`config.mk`:
```
export PLATFORM = sky130hd
export DESIGN_NAME = keyed_credential_slot_table
export DESIGN_NICKNAME = d
export VERILOG_FILES = /design/src/hdl/kcst_pkg.sv /design/src/hdl/kcst_ctrl.sv /design/src/hdl/kcst_dpath.sv /design/src/hdl/keyed_credential_slot_table.sv
export SDC_FILE = /design/constraint.sdc
export NUM_CORES = 2
export LEC_CHECK = 0
export ABC_AREA = 1
export BUFFER_PORTS_ARGS = -buffer_cell sky130_fd_sc_hd__buf_4
export CAP_MARGIN = 20
export CORE_MARGIN = 2
export CORE_UTILIZATION = 40
export DETAILED_ROUTE_END_ITERATION = 7
export SETUP_SLACK_MARGIN = 0.4
export SLEW_MARGIN = 20
export SYNTH_ARGS = -nofsm -noshare
export SYNTH_HDL_FRONTEND = slang
export SYNTH_SLANG_ARGS = --single-unit
```
`constraint.sdc`:
```
create_clock -name clk -period 21.7 [get_ports clk]
set_input_delay 2.17 -clock clk [delete_from_list [all_inputs] [get_ports clk]]
set_output_delay 2.17 -clock clk [all_outputs]
set_load 0.02 [all_outputs]
```
`src/hdl/kcst_pkg.sv`:
```
// package: word types, operation and status codes, controller types for the slot table
`default_nettype none
package kcst_pkg;

	localparam int SLOT_COUNT_DEF = 16;
	localparam int KEY_W          = 256;
	localparam int SLOT_W         = 4;
	localparam int COUNT_W        = 5;
	localparam int COUNT_MAX      = 31;

	localparam logic [1:0] FUNC_PUT    = 2'd0;
	localparam logic [1:0] FUNC_LOOKUP = 2'd1;
	localparam logic [1:0] FUNC_WIPE   = 2'd2;

	localparam logic [1:0] STAT_OK   = 2'd0;
	localparam logic [1:0] STAT_FULL = 2'd1;
	localparam logic [1:0] STAT_MISS = 2'd2;

	typedef struct packed {
		logic [1:0]  func;
		logic [63:0] key_word0;
		logic [63:0] key_word1;
		logic [63:0] key_word2;
		logic [63:0] key_word3;
		logic [7:0]  id_length;
		logic [3:0]  match_index;
	} req_word_t;

	typedef struct packed {
		logic [1:0]         status;
		logic [SLOT_W-1:0]  slot;
		logic [COUNT_W-1:0] match_count;
	} rsp_word_t;

	typedef enum logic [1:0] {
		S_IDLE,
		S_SCAN,
		S_WRITE,
		S_DONE
	} state_t;

	typedef struct packed {
		logic load;
		logic scan;
		logic wipe;
		logic write;
		logic out_load;
	} ctrl_cmd_t;

	typedef struct packed {
		logic [1:0] func;
		logic       scan_done;
		logic       out_busy;
	} dp_status_t;

endpackage
`default_nettype wire

```
`src/hdl/kcst_ctrl.sv`:
```
// controller: sequences accept, slot scan or wipe, table write and result hand-off
`default_nettype none
module kcst_ctrl (
	input  wire logic                clk,
	input  wire logic                arst_n,
	input  wire logic                req_valid,
	output logic                     req_stall,
	input  wire kcst_pkg::dp_status_t st,
	output kcst_pkg::ctrl_cmd_t      cmd
);

	kcst_pkg::state_t state_q, state_d;

	always_ff @(posedge clk or negedge arst_n) begin
		if (!arst_n) begin
			state_q <= kcst_pkg::S_IDLE;
		end else begin
			state_q <= state_d;
		end
	end

	always_comb begin
		state_d   = state_q;
		cmd       = '0;
		req_stall = 1'b1;
		unique case (state_q)
			kcst_pkg::S_IDLE: begin
				req_stall = 1'b0;
				if (req_valid) begin
					cmd.load = 1'b1;
					state_d  = kcst_pkg::S_SCAN;
				end
			end
			kcst_pkg::S_SCAN: begin
				if (st.func == kcst_pkg::FUNC_PUT || st.func == kcst_pkg::FUNC_LOOKUP) begin
					cmd.scan = 1'b1;
					if (st.scan_done) begin
						state_d = (st.func == kcst_pkg::FUNC_PUT) ? kcst_pkg::S_WRITE
							: kcst_pkg::S_DONE;
					end
				end else begin
					cmd.wipe = (st.func == kcst_pkg::FUNC_WIPE);
					state_d  = kcst_pkg::S_DONE;
				end
			end
			kcst_pkg::S_WRITE: begin
				cmd.write = 1'b1;
				state_d   = kcst_pkg::S_DONE;
			end
			kcst_pkg::S_DONE: begin
				if (!st.out_busy) begin
					cmd.out_load = 1'b1;
					state_d      = kcst_pkg::S_IDLE;
				end
			end
			default: begin
				state_d = kcst_pkg::S_IDLE;
			end
		endcase
	end

	a_write_after_put_scan: assert property (@(posedge clk) disable iff (!arst_n)
		state_q == kcst_pkg::S_WRITE |-> $past(state_q) == kcst_pkg::S_SCAN
			&& $past(st.func) == kcst_pkg::FUNC_PUT)
		else $error("table write not preceded by a put scan");

	a_put_scan_goes_write: assert property (@(posedge clk) disable iff (!arst_n)
		(state_q == kcst_pkg::S_SCAN && st.scan_done && st.func == kcst_pkg::FUNC_PUT)
			|=> state_q == kcst_pkg::S_WRITE)
		else $error("finished put scan skipped the write");

	a_idle_after_load: assert property (@(posedge clk) disable iff (!arst_n)
		cmd.out_load |=> state_q == kcst_pkg::S_IDLE && !req_stall)
		else $error("not ready after result load");

endmodule
`default_nettype wire

```
`src/hdl/kcst_dpath.sv`:
```
// datapath: key memory, occupancy flags, match/free search and result register
`default_nettype none
module kcst_dpath #(
	parameter int SLOT_COUNT = kcst_pkg::SLOT_COUNT_DEF
) (
	input  wire logic                clk,
	input  wire logic                arst_n,
	input  wire kcst_pkg::req_word_t req,
	input  wire kcst_pkg::ctrl_cmd_t cmd,
	output kcst_pkg::dp_status_t     st,
	output logic                     rsp_valid,
	input  wire logic                rsp_stall,
	output kcst_pkg::rsp_word_t      rsp
);

	localparam int IDX_W = (SLOT_COUNT > 1) ? $clog2(SLOT_COUNT) : 1;
	localparam int CNT_W = $clog2(SLOT_COUNT + 1);
	localparam int CMP_W = (CNT_W > 4) ? CNT_W : 4;
	localparam int SAT_W = (CNT_W > kcst_pkg::COUNT_W) ? CNT_W : kcst_pkg::COUNT_W;

	kcst_pkg::req_word_t req_q;
	logic [kcst_pkg::KEY_W-1:0] key_mem [SLOT_COUNT];
	logic [kcst_pkg::KEY_W-1:0] key_s1;
	logic [kcst_pkg::KEY_W-1:0] req_key;
	logic [SLOT_COUNT-1:0]      occupied_q;
	logic [CNT_W-1:0]           rd_cnt_q;
	logic [IDX_W-1:0]           rd_idx;
	logic                       rd_go;
	logic                       cmp_v_s1;
	logic [IDX_W-1:0]           cmp_idx_s1;
	logic                       hit, free_hit, nth_hit;
	logic                       have_free_q, have_match_q, found_q;
	logic [IDX_W-1:0]           free_slot_q, match_slot_q, found_slot_q;
	logic [CNT_W-1:0]           count_q;
	logic                       have_target;
	logic [IDX_W-1:0]           target;
	kcst_pkg::rsp_word_t        result;

	assign req_key = {req_q.key_word3, req_q.key_word2, req_q.key_word1, req_q.key_word0};
	assign rd_idx  = rd_cnt_q[IDX_W-1:0];
	assign rd_go   = cmd.scan && (rd_cnt_q != CNT_W'(SLOT_COUNT));

	// request latch
	always_ff @(posedge clk) begin
		if (cmd.load) begin
			req_q <= req;
		end
	end

	// key memory, one write port and one registered read port
	always_ff @(posedge clk) begin
		if (cmd.write && have_target) begin
			key_mem[target] <= req_key;
		end
	end

	always_ff @(posedge clk) begin
		if (rd_go) begin
			key_s1 <= key_mem[rd_idx];
		end
	end

	always_ff @(posedge clk or negedge arst_n) begin
		if (!arst_n) begin
			rd_cnt_q   <= '0;
			cmp_v_s1   <= 1'b0;
			cmp_idx_s1 <= '0;
		end else begin
			cmp_v_s1 <= rd_go;
			if (rd_go) begin
				cmp_idx_s1 <= rd_idx;
			end
			if (cmd.load) begin
				rd_cnt_q <= '0;
			end else if (rd_go) begin
				rd_cnt_q <= rd_cnt_q + CNT_W'(1);
			end
		end
	end

	// compare stage
	assign hit      = cmp_v_s1 && occupied_q[cmp_idx_s1] && (key_s1 == req_key);
	assign free_hit = cmp_v_s1 && !occupied_q[cmp_idx_s1];
	assign nth_hit  = hit && !found_q && (CMP_W'(count_q) == CMP_W'(req_q.match_index));

	always_ff @(posedge clk or negedge arst_n) begin
		if (!arst_n) begin
			have_free_q  <= 1'b0;
			have_match_q <= 1'b0;
			found_q      <= 1'b0;
			count_q      <= '0;
		end else if (cmd.load) begin
			have_free_q  <= 1'b0;
			have_match_q <= 1'b0;
			found_q      <= 1'b0;
			count_q      <= '0;
		end else begin
			if (free_hit && !have_free_q) begin
				have_free_q <= 1'b1;
			end
			if (hit && !have_match_q) begin
				have_match_q <= 1'b1;
			end
			if (nth_hit) begin
				found_q <= 1'b1;
			end
			if (hit) begin
				count_q <= count_q + CNT_W'(1);
			end
		end
	end

	always_ff @(posedge clk) begin
		if (free_hit && !have_free_q) begin
			free_slot_q <= cmp_idx_s1;
		end
		if (hit && !have_match_q) begin
			match_slot_q <= cmp_idx_s1;
		end
		if (nth_hit) begin
			found_slot_q <= cmp_idx_s1;
		end
	end

	// an existing entry for the key wins over the lowest free slot
	assign have_target = have_match_q || have_free_q;
	assign target      = have_match_q ? match_slot_q : free_slot_q;

	always_ff @(posedge clk or negedge arst_n) begin
		if (!arst_n) begin
			occupied_q <= '0;
		end else if (cmd.wipe) begin
			occupied_q <= '0;
		end else if (cmd.write && have_target) begin
			occupied_q[target] <= (req_q.id_length != 8'd0);
		end
	end

	always_comb begin
		result = '0;
		unique case (req_q.func)
			kcst_pkg::FUNC_PUT: begin
				result.status = have_target ? kcst_pkg::STAT_OK : kcst_pkg::STAT_FULL;
				result.slot   = have_target ? kcst_pkg::SLOT_W'(target) : '0;
			end
			kcst_pkg::FUNC_LOOKUP: begin
				result.status = found_q ? kcst_pkg::STAT_OK : kcst_pkg::STAT_MISS;
				result.slot   = found_q ? kcst_pkg::SLOT_W'(found_slot_q) : '0;
				if (SAT_W'(count_q) > SAT_W'(kcst_pkg::COUNT_MAX)) begin
					result.match_count = kcst_pkg::COUNT_W'(kcst_pkg::COUNT_MAX);
				end else begin
					result.match_count = kcst_pkg::COUNT_W'(count_q);
				end
			end
			default: begin
				result = '0;
			end
		endcase
	end

	// result register
	always_ff @(posedge clk or negedge arst_n) begin
		if (!arst_n) begin
			rsp_valid <= 1'b0;
		end else if (cmd.out_load) begin
			rsp_valid <= 1'b1;
		end else if (!rsp_stall) begin
			rsp_valid <= 1'b0;
		end
	end

	always_ff @(posedge clk) begin
		if (cmd.out_load) begin
			rsp <= result;
		end
	end

	assign st.func      = req_q.func;
	assign st.scan_done = (rd_cnt_q == CNT_W'(SLOT_COUNT)) && !cmp_v_s1;
	assign st.out_busy  = rsp_valid && rsp_stall;

	a_cmp_follows_read: assert property (@(posedge clk) disable iff (!arst_n)
		cmp_v_s1 |-> $past(rd_go))
		else $error("compare stage valid without a read");

	a_full_put_no_change: assert property (@(posedge clk) disable iff (!arst_n)
		(cmd.write && !have_target) |=> $stable(occupied_q))
		else $error("occupancy changed on a full put");

	a_found_has_count: assert property (@(posedge clk) disable iff (!arst_n)
		found_q |-> count_q != '0)
		else $error("lookup found with zero matches");

	a_no_overwrite_held: assert property (@(posedge clk) disable iff (!arst_n)
		(rsp_valid && rsp_stall && !cmd.out_load) |=> $stable(rsp))
		else $error("held result word overwritten");

endmodule
`default_nettype wire

```
`src/hdl/keyed_credential_slot_table.sv`:
```
// top level: keyed credential slot table, controller plus datapath
`default_nettype none
// keyed credential slot table
// req channel: req_valid/req_stall with one request word (func, 256-bit site hash
//   as four 64-bit words, id_length, match_index); a word is taken when valid is
//   high and stall is low
// rsp channel: rsp_valid/rsp_stall with one result word (status, slot, match_count)
//   for every request word, in order
// timing: a put or lookup reads one slot of the key memory per cycle through its
//   single registered read port; a wipe and the unused code do no scan
// hand-off: the next word can be taken in the cycle after the result is loaded
// req_stall is high from accept until the result is loaded into the output
//   register; the next word can be taken while that result still waits
// a stalled result holds in the output register; a finished operation waits
//   in the done state until the register frees
// reset clears the occupancy flags (every slot free) and all control state; the
//   key memory is not cleared, keys are only compared for occupied slots
// record bodies live elsewhere, addressed by the returned slot
module keyed_credential_slot_table #(
	parameter int SLOT_COUNT = kcst_pkg::SLOT_COUNT_DEF
) (
	input  wire logic                clk,
	input  wire logic                arst_n,
	input  wire logic                req_valid,
	output logic                     req_stall,
	input  wire kcst_pkg::req_word_t req,
	output logic                     rsp_valid,
	input  wire logic                rsp_stall,
	output kcst_pkg::rsp_word_t      rsp
);

	// command and status between controller and datapath
	kcst_pkg::ctrl_cmd_t  cmd;
	kcst_pkg::dp_status_t st;

	// sequencer: idle, scan, write, done
	kcst_ctrl u_ctrl (
		.clk       (clk),
		.arst_n    (arst_n),
		.req_valid (req_valid),
		.req_stall (req_stall),
		.st        (st),
		.cmd       (cmd)
	);

	// key memory, occupancy, search and output register
	kcst_dpath #(
		.SLOT_COUNT (SLOT_COUNT)
	) u_dpath (
		.clk       (clk),
		.arst_n    (arst_n),
		.req       (req),
		.cmd       (cmd),
		.st        (st),
		.rsp_valid (rsp_valid),
		.rsp_stall (rsp_stall),
		.rsp       (rsp)
	);

endmodule
`default_nettype wire
```
Word-level counts from Yosys, hierarchy flattened
Memory sizes are Yosys's and may differ from the RTL's. A register that Yosys moved wholly into a read port is not among the register bits.
Index checks and enable logic that the tools add are counted.
- output and inout port bits: 13
- RAM bits: 4096
- memories kept: 1
- bits of input ports: 274
- word-level logic and storage cells: 115
- flip-flop bits (word level): 330
- memory list (name ; words ; width ; rd ports ; clocked after memory_dff ; wr ports ; line ; source):
    u_dpath.key_mem ; 16 ; 256 ; 1 ; 1 ; 1 ; kcst_dpath.sv:22 ; logic [kcst_pkg::KEY_W-1:0] key_mem [SLOT_COUNT];
- reduce and logical (&&, ||, !) cells: 29
- magnitude comparators: 4
- $add $sub $neg: 2
- multiplexer cells: 43
- equal/unequal tests: 13
- operators by type and width (kind ; count):
    $eq A256 B256 Y1 ; 1
    $mux W16 ; 2
    $mux W5 ; 5
    $mux W1 ; 22
    $bwmux W16 ; 1
    $logic_and A1 B1 Y1 ; 12
    $mux W2 ; 6
    $mux W4 ; 3
    $pmux W6 S2 ; 1
    $reduce_bool A2 Y1 ; 6
    $add A5 B1 Y5 const B ; 2
    $lt A4 B5 Y1 const B ; 2
    $pmux W2 S4 ; 1
    $reduce_bool A8 Y1 ; 1
    $eq A2 B2 Y1 const B ; 3
    $eq A5 B4 Y1 ; 1
    $eq A5 B5 Y1 const B ; 1
    $gt A5 B5 Y1 const B ; 1
    $logic_not A1 Y1 ; 5
    $ne A5 B5 Y1 const B ; 1
    $bmux W1 S4 ; 1
    $demux W1 S4 ; 1
    $eq A2 B1 Y1 const B ; 2
    $ge A4 B1 Y1 const B ; 1
    6 further kinds ; 9

Depth between registers and ports, before layout
- depth after elaboration: 8
- depth in mapped cells: 15
- mapped depth without buffers: 15

By module
From an unflattened synthesis, not the netlist that was laid out.
- cells, all modules: 13832
- area total of the unflattened synthesis: 181696.8 µm²
- by module, submodules not included (module ; cells an instance ; instances ; area an instance (µm²) ; sequential area each (µm²)):
    kcst_dpath ; 13798 ; 1 ; 181471.5 ; 140359.6
    kcst_ctrl ; 34 ; 1 ; 225.2 ; 50.0

Worst setup path after synthesis
Ideal clock, no wire load.
- kind: register -> register
- start: register u_dpath.have_match_q
- end: register u_dpath.occupied_q[13]
- arrival time: 7.979 ns
- buffers on the path: 0
- library setup time: 0.487 ns
- path slack: 13.234 ns
- data required time: 21.213 ns
- stages on the path, launching flop included: 9
- clock period less this slack: 8.466 ns
- cell sequence: dfrtp_1 inv_2 or2_1 o21ai_2 inv_2 nor2_2 inv_2 nor2_2 a311oi_1
- word-level cells in the longest chain between the ends: 8
- elaborated cells between the ends (all ways): 12
- classes of those cells: 2 x order compare; 6 x mux; 4 x reduce/logical
- RTL lines (what ; line ; source):
    from (decl) ; kcst_dpath.sv:32 ; logic have_free_q, have_match_q, found_q;
    from (signal assigned) ; kcst_dpath.sv:89 ; have_match_q <= 1'b0;
    from (signal assigned) ; kcst_dpath.sv:94 ; have_match_q <= 1'b0;
    from (signal assigned) ; kcst_dpath.sv:102 ; have_match_q <= 1'b1;
    $mux W4 ; kcst_dpath.sv:127 ; assign target = have_match_q ? match_slot_q : free_slot_q;
    $lt A4 B5 Y1 (implied by the code) or $ge A4 B1 Y1 (tied branches) ; kcst_dpath.sv:135 ; occupied_q[target] <= (req_q.id_length != 8'd0);
    $logic_and A1 B1 Y1 (implied by the code) ; kcst_dpath.sv:135 ;
    $mux W1 (implied by the code) ; kcst_dpath.sv:135 ;
    $demux W1 S4 ; -- ;
    $bwmux W16 ; kcst_dpath.sv:135 ;
    $mux W16 ; kcst_dpath.sv:134 ; end else if (cmd.write && have_target) begin
    $mux W16 ; kcst_dpath.sv:132 ; end else if (cmd.wipe) begin
    to (signal, indexed assignment) ; kcst_dpath.sv:135 ;
    to (decl) ; kcst_dpath.sv:25 ; logic [SLOT_COUNT-1:0] occupied_q;
Several ways; a longest one is shown, not always the timed one. The select of a mux whose other input is x is not followed.
A chain may end at the register's enable or synchronous reset.

Final worst setup path
- start: register u_dpath.rd_cnt_q[1]
- end: register u_dpath.key_s1[88] (netlist name) (read register of u_dpath.key_mem) (enable)
- word-level cells in the longest chain between the ends: 2
- RTL lines (what ; line ; source):
    from (decl) ; kcst_dpath.sv:26 ; logic [CNT_W-1:0] rd_cnt_q;
    from (signal assigned) ; kcst_dpath.sv:76 ; rd_cnt_q <= rd_cnt_q + CNT_W'(1);
    $ne A5 B5 Y1 ; kcst_dpath.sv:41 ; assign rd_go = cmd.scan && (rd_cnt_q != CNT_W'(SLOT_COUNT));
    $logic_and A1 B1 Y1 ; kcst_dpath.sv:41 ;
    to (decl) ; kcst_dpath.sv:23 ; logic [kcst_pkg::KEY_W-1:0] key_s1;
Several ways; a longest one is shown, not always the timed one.

==> impl_metrics.yaml <==
run_status:
  outcome: "finished clean"
final_layout:
  nFillCells: 40340
  layout_common_cells: "4645 x edfxtp_1, 2432 x nor2_1, 2097 x o21ai_0"
  nNetsFinal: 14440
  area_growth_pct: 12.9
  mostFrequentLayoutCell: "edfxtp_1"
  drive_gt1_frac: 0.0834
die:
  die_height_um: 679
  dieArea_mm2: 0.461
  die_w_um: 679
  rows: 247
  start_util: 0.402
  io_pins: 287
  placeableCoreArea_mm2: 0.453
critical_path:
  path_cells: "inv_8 > ha_1 > nand3_1 > and2_4 > buf_4 > buf_4 > buf_4"
  cp_data_arrival_time_ns: 6.43
  rrSetupSlack_ns: 15.90
  cpMaxStageDelayCell: "dfrtp_4"
  crit_top_cell: "buf_4"
  cp-start-kind: "flop"
  critPathCaptureType: "flop"
  cp_num_cells: 7
  path_buf_inv: 4
  r2r-end: "u_dpath.key_s1[88]$_DFFE_PP_"
  worstRegToRegCells: 7
  worst-path-max-fanout: 119
  crit_end: "u_dpath.key_s1[88]$_DFFE_PP_"
  required_ns: 22.34
  crit_start: "u_dpath.rd_cnt_q[1]$_DFFE_PN0P_"
  r2r_start: "u_dpath.rd_cnt_q[1]$_DFFE_PN0P_"
  setup.worst_path.class: "flop to flop"
  critPathMaxStageDelay_ns: 1.10
  crit_family: "buffers and inverters"
placement:
  place_ws_ns: 15.91
  hpwl_mm: 305
  port_buffers: 286
  place_congestion: 0.867
synthesis:
  synth_edf_count: 4645
  synth_async_sr_flop_share: 0.00790
  syn-instance-count: 13960
  synth.avg_cell_area_um2: 13.1
  yosysUniqueCellTypes: 36
  syn_area_mm2: 0.182
  synth_warnings: 0
  synth_seq_area_share: 0.770
  yosys_register_bits: 4682
  synthFlopType: "edfxtp_1"
  netlist.area_leader.share: 0.765
  synth_top_area_cell: "edfxtp_1"
  syn_nets: 14243
  yosys-top-cells-area: "edfxtp_1 77%, o21ai_0 5.8%, nor2_1 5.0%"
global_routing:
  grt_pass1_wl_mm: 788
  grt_max_degree: 179
  grt_pass1_vias: 107549
  gr-total-overflow: 0
  grt_usage: 0.234
  antenna_found_initial: 27
sta:
  fin_worst_skew_ns: 0.0757
  fin_ws_ns: 15.90
  setup_tns_ns: 0
  hold_viol: 0
  whs_ns: 0.523
  min_period_over_period: 0.267
  worst_pin_slew_ns: 1.18
  grt_setup_unrepaired: "false"
  fmax_mhz: 173
  setup_viol: 0
  slew_viol_final: 0
  fin_crit_ns: 5.80
  maxSlewHeadroom: 0.209
clock_network:
  cts_hold_buf: 0
  cts_root_buf: "clkbuf_16"
  cts_resized: 0
  postCtsSetupRepairBufs: 0
  path_clk_slew_ns: 0.06
  cts.sinks: 4682
  tritoncts.num_buffers: 467
  cts_tree: "built"
  cts_max_level: 5
  clk_latency_ns: 1.05
  clk_path_buf_depth: 4
detailed_routing:
  viasPerCell: 5.66
  wirelength_mm: 557
  dr.pass1.iters: 6
  drc: 0
  wl_per_cell_um: 27.1
  num_vias: 116311
  first_iter_violations: 15173
  drtAntennaViolNets: 0
power_and_ir_drop:
  p_total_uw: 25000
  pwr-share-clk: 0.316
  power_switching_uw: 8250
  vdd_ir_drop_max_mv: 0.0960
  seqPwrFrac: 0.448
  p_sw_frac: 0.330
  leakagePower_uw: 0.0682
  p_per_area_mw_per_mm2: 122
  p_int_uw: 16800
  power_frac_comb: 0.235
hold_path:
  worstHoldPathType: "flop to flop"
job:
  maxCapViolCount: 0
-- worst reg2reg max path, cell delays in order, from the launching register on --
cell and delay [ns]:
dfrtp_4 1.10, inv_8 0.49, ha_1 0.38, nand3_1 0.09
and2_4 0.60, buf_4 0.82, buf_4 0.96, buf_4 0.90
-- metrics by stage --
stage                     instance area (µm²)  utilization  instances
after floorplan                        182000            -      13960
after global placement                 191000        0.421      19663
after detailed placement               191000        0.421      19664
final                                  206000        0.454      20540
after global routing                   206000        0.454      20530
after CTS                              206000        0.454      20528
-- sequential cells by signal, summed over array words and instances (netlist names) --
signal	flops
u_dpath.key_mem	4096
u_dpath.key_s1	256
u_dpath.req_key	256
u_dpath.occupied_q	16
u_dpath.req_q	12
u_dpath.rsp	11
u_dpath.count_q	5
u_dpath.rd_cnt_q	5
u_dpath.cmp_idx_s1	4
u_dpath.found_slot_q	4
u_dpath.free_slot_q	4
u_dpath.match_slot_q	4
u_ctrl.state_q	2
u_dpath.st	2
u_dpath.cmp_v_s1	1
u_dpath.found_q	1
u_dpath.have_free_q	1
u_dpath.have_match_q	1
u_dpath.rsp_valid	1
-- cell usage after synthesis (6+ instances only) --
cell / count
edfxtp_1: 4645
nor2_1: 2434
o21ai_0: 2098
nand2_1: 1914
o22ai_1: 1024
clkbuf_1: 614
inv_1: 475
nand4_1: 278
buf_2: 155
xnor2_1: 72
nand3_1: 48
dfrtp_1: 37
buf_1: 27
and2_1: 22
a311oi_1: 16
inv_2: 14
xor2_1: 14
nor2_2: 11
nor2_4: 10
ha_1: 9
nor3_1: 8
a21oi_1: 6
nand3b_1: 6
-- how the worst min path moves through the flow --
stage,startpoint,end,slack (ns),cells after the start
global placement,u_dpath.rd_cnt_q[4]$_DFFE_PN0P_,u_dpath.rd_cnt_q[4]$_DFFE_PN0P_,0.50,1
global route,u_dpath.rd_cnt_q[4]$_DFFE_PN0P_,u_dpath.rd_cnt_q[4]$_DFFE_PN0P_,0.57,1
CTS,u_dpath.rd_cnt_q[4]$_DFFE_PN0P_,u_dpath.rd_cnt_q[4]$_DFFE_PN0P_,0.51,1
detailed placement,u_dpath.rd_cnt_q[4]$_DFFE_PN0P_,u_dpath.rd_cnt_q[4]$_DFFE_PN0P_,0.50,1
finish,u_dpath.rd_cnt_q[4]$_DFFE_PN0P_,u_dpath.rd_cnt_q[4]$_DFFE_PN0P_,0.52,1
floorplan,u_dpath.rd_cnt_q[4]$_DFFE_PN0P_,u_dpath.rd_cnt_q[4]$_DFFE_PN0P_,0.43,1
-- cell families after synthesis --
kind of cell	Yosys count	synth area share
simple gates	4740	0.103
flops	4682	0.770
compound gates	3153	0.0941
buf+inv	1290	0.0277
xor+xnor	86	0.00413
fa+ha+maj	9	0.000618
-- power by group through the flow --
stage	combinational, µW	sequential (µW)	clock, µW
CTS	5850	11200	8000
finish	5890	11200	7920
global route	6450	11300	8340
floorplan	3890	11200	0
detailed placement	5830	11400	0
global placement	5790	11400	0
-- routing by layer --
layer	vias up	track usage	wire (µm)
li1	51135	-	-
met1	58460	0.332	230000
met2	5842	0.363	254000
met3	860	0.0351	50100
met4	14	0.0906	23400
met5	-	0	97
-- layout make-up --
type	instances	area, µm²	area share
inverters	490	1870	0.00908
multi-input cells	7988	36900	0.179
clock buffers	587	12200	0.0595
repair buffers	528	4290	0.0209
well taps	5976	7480	0.0363
flip-flops and latches	4682	140000	0.682
diodes	12	30.0	0.000146
clock inverters	277	2600	0.0126
(Power assumes the default switching activity.)
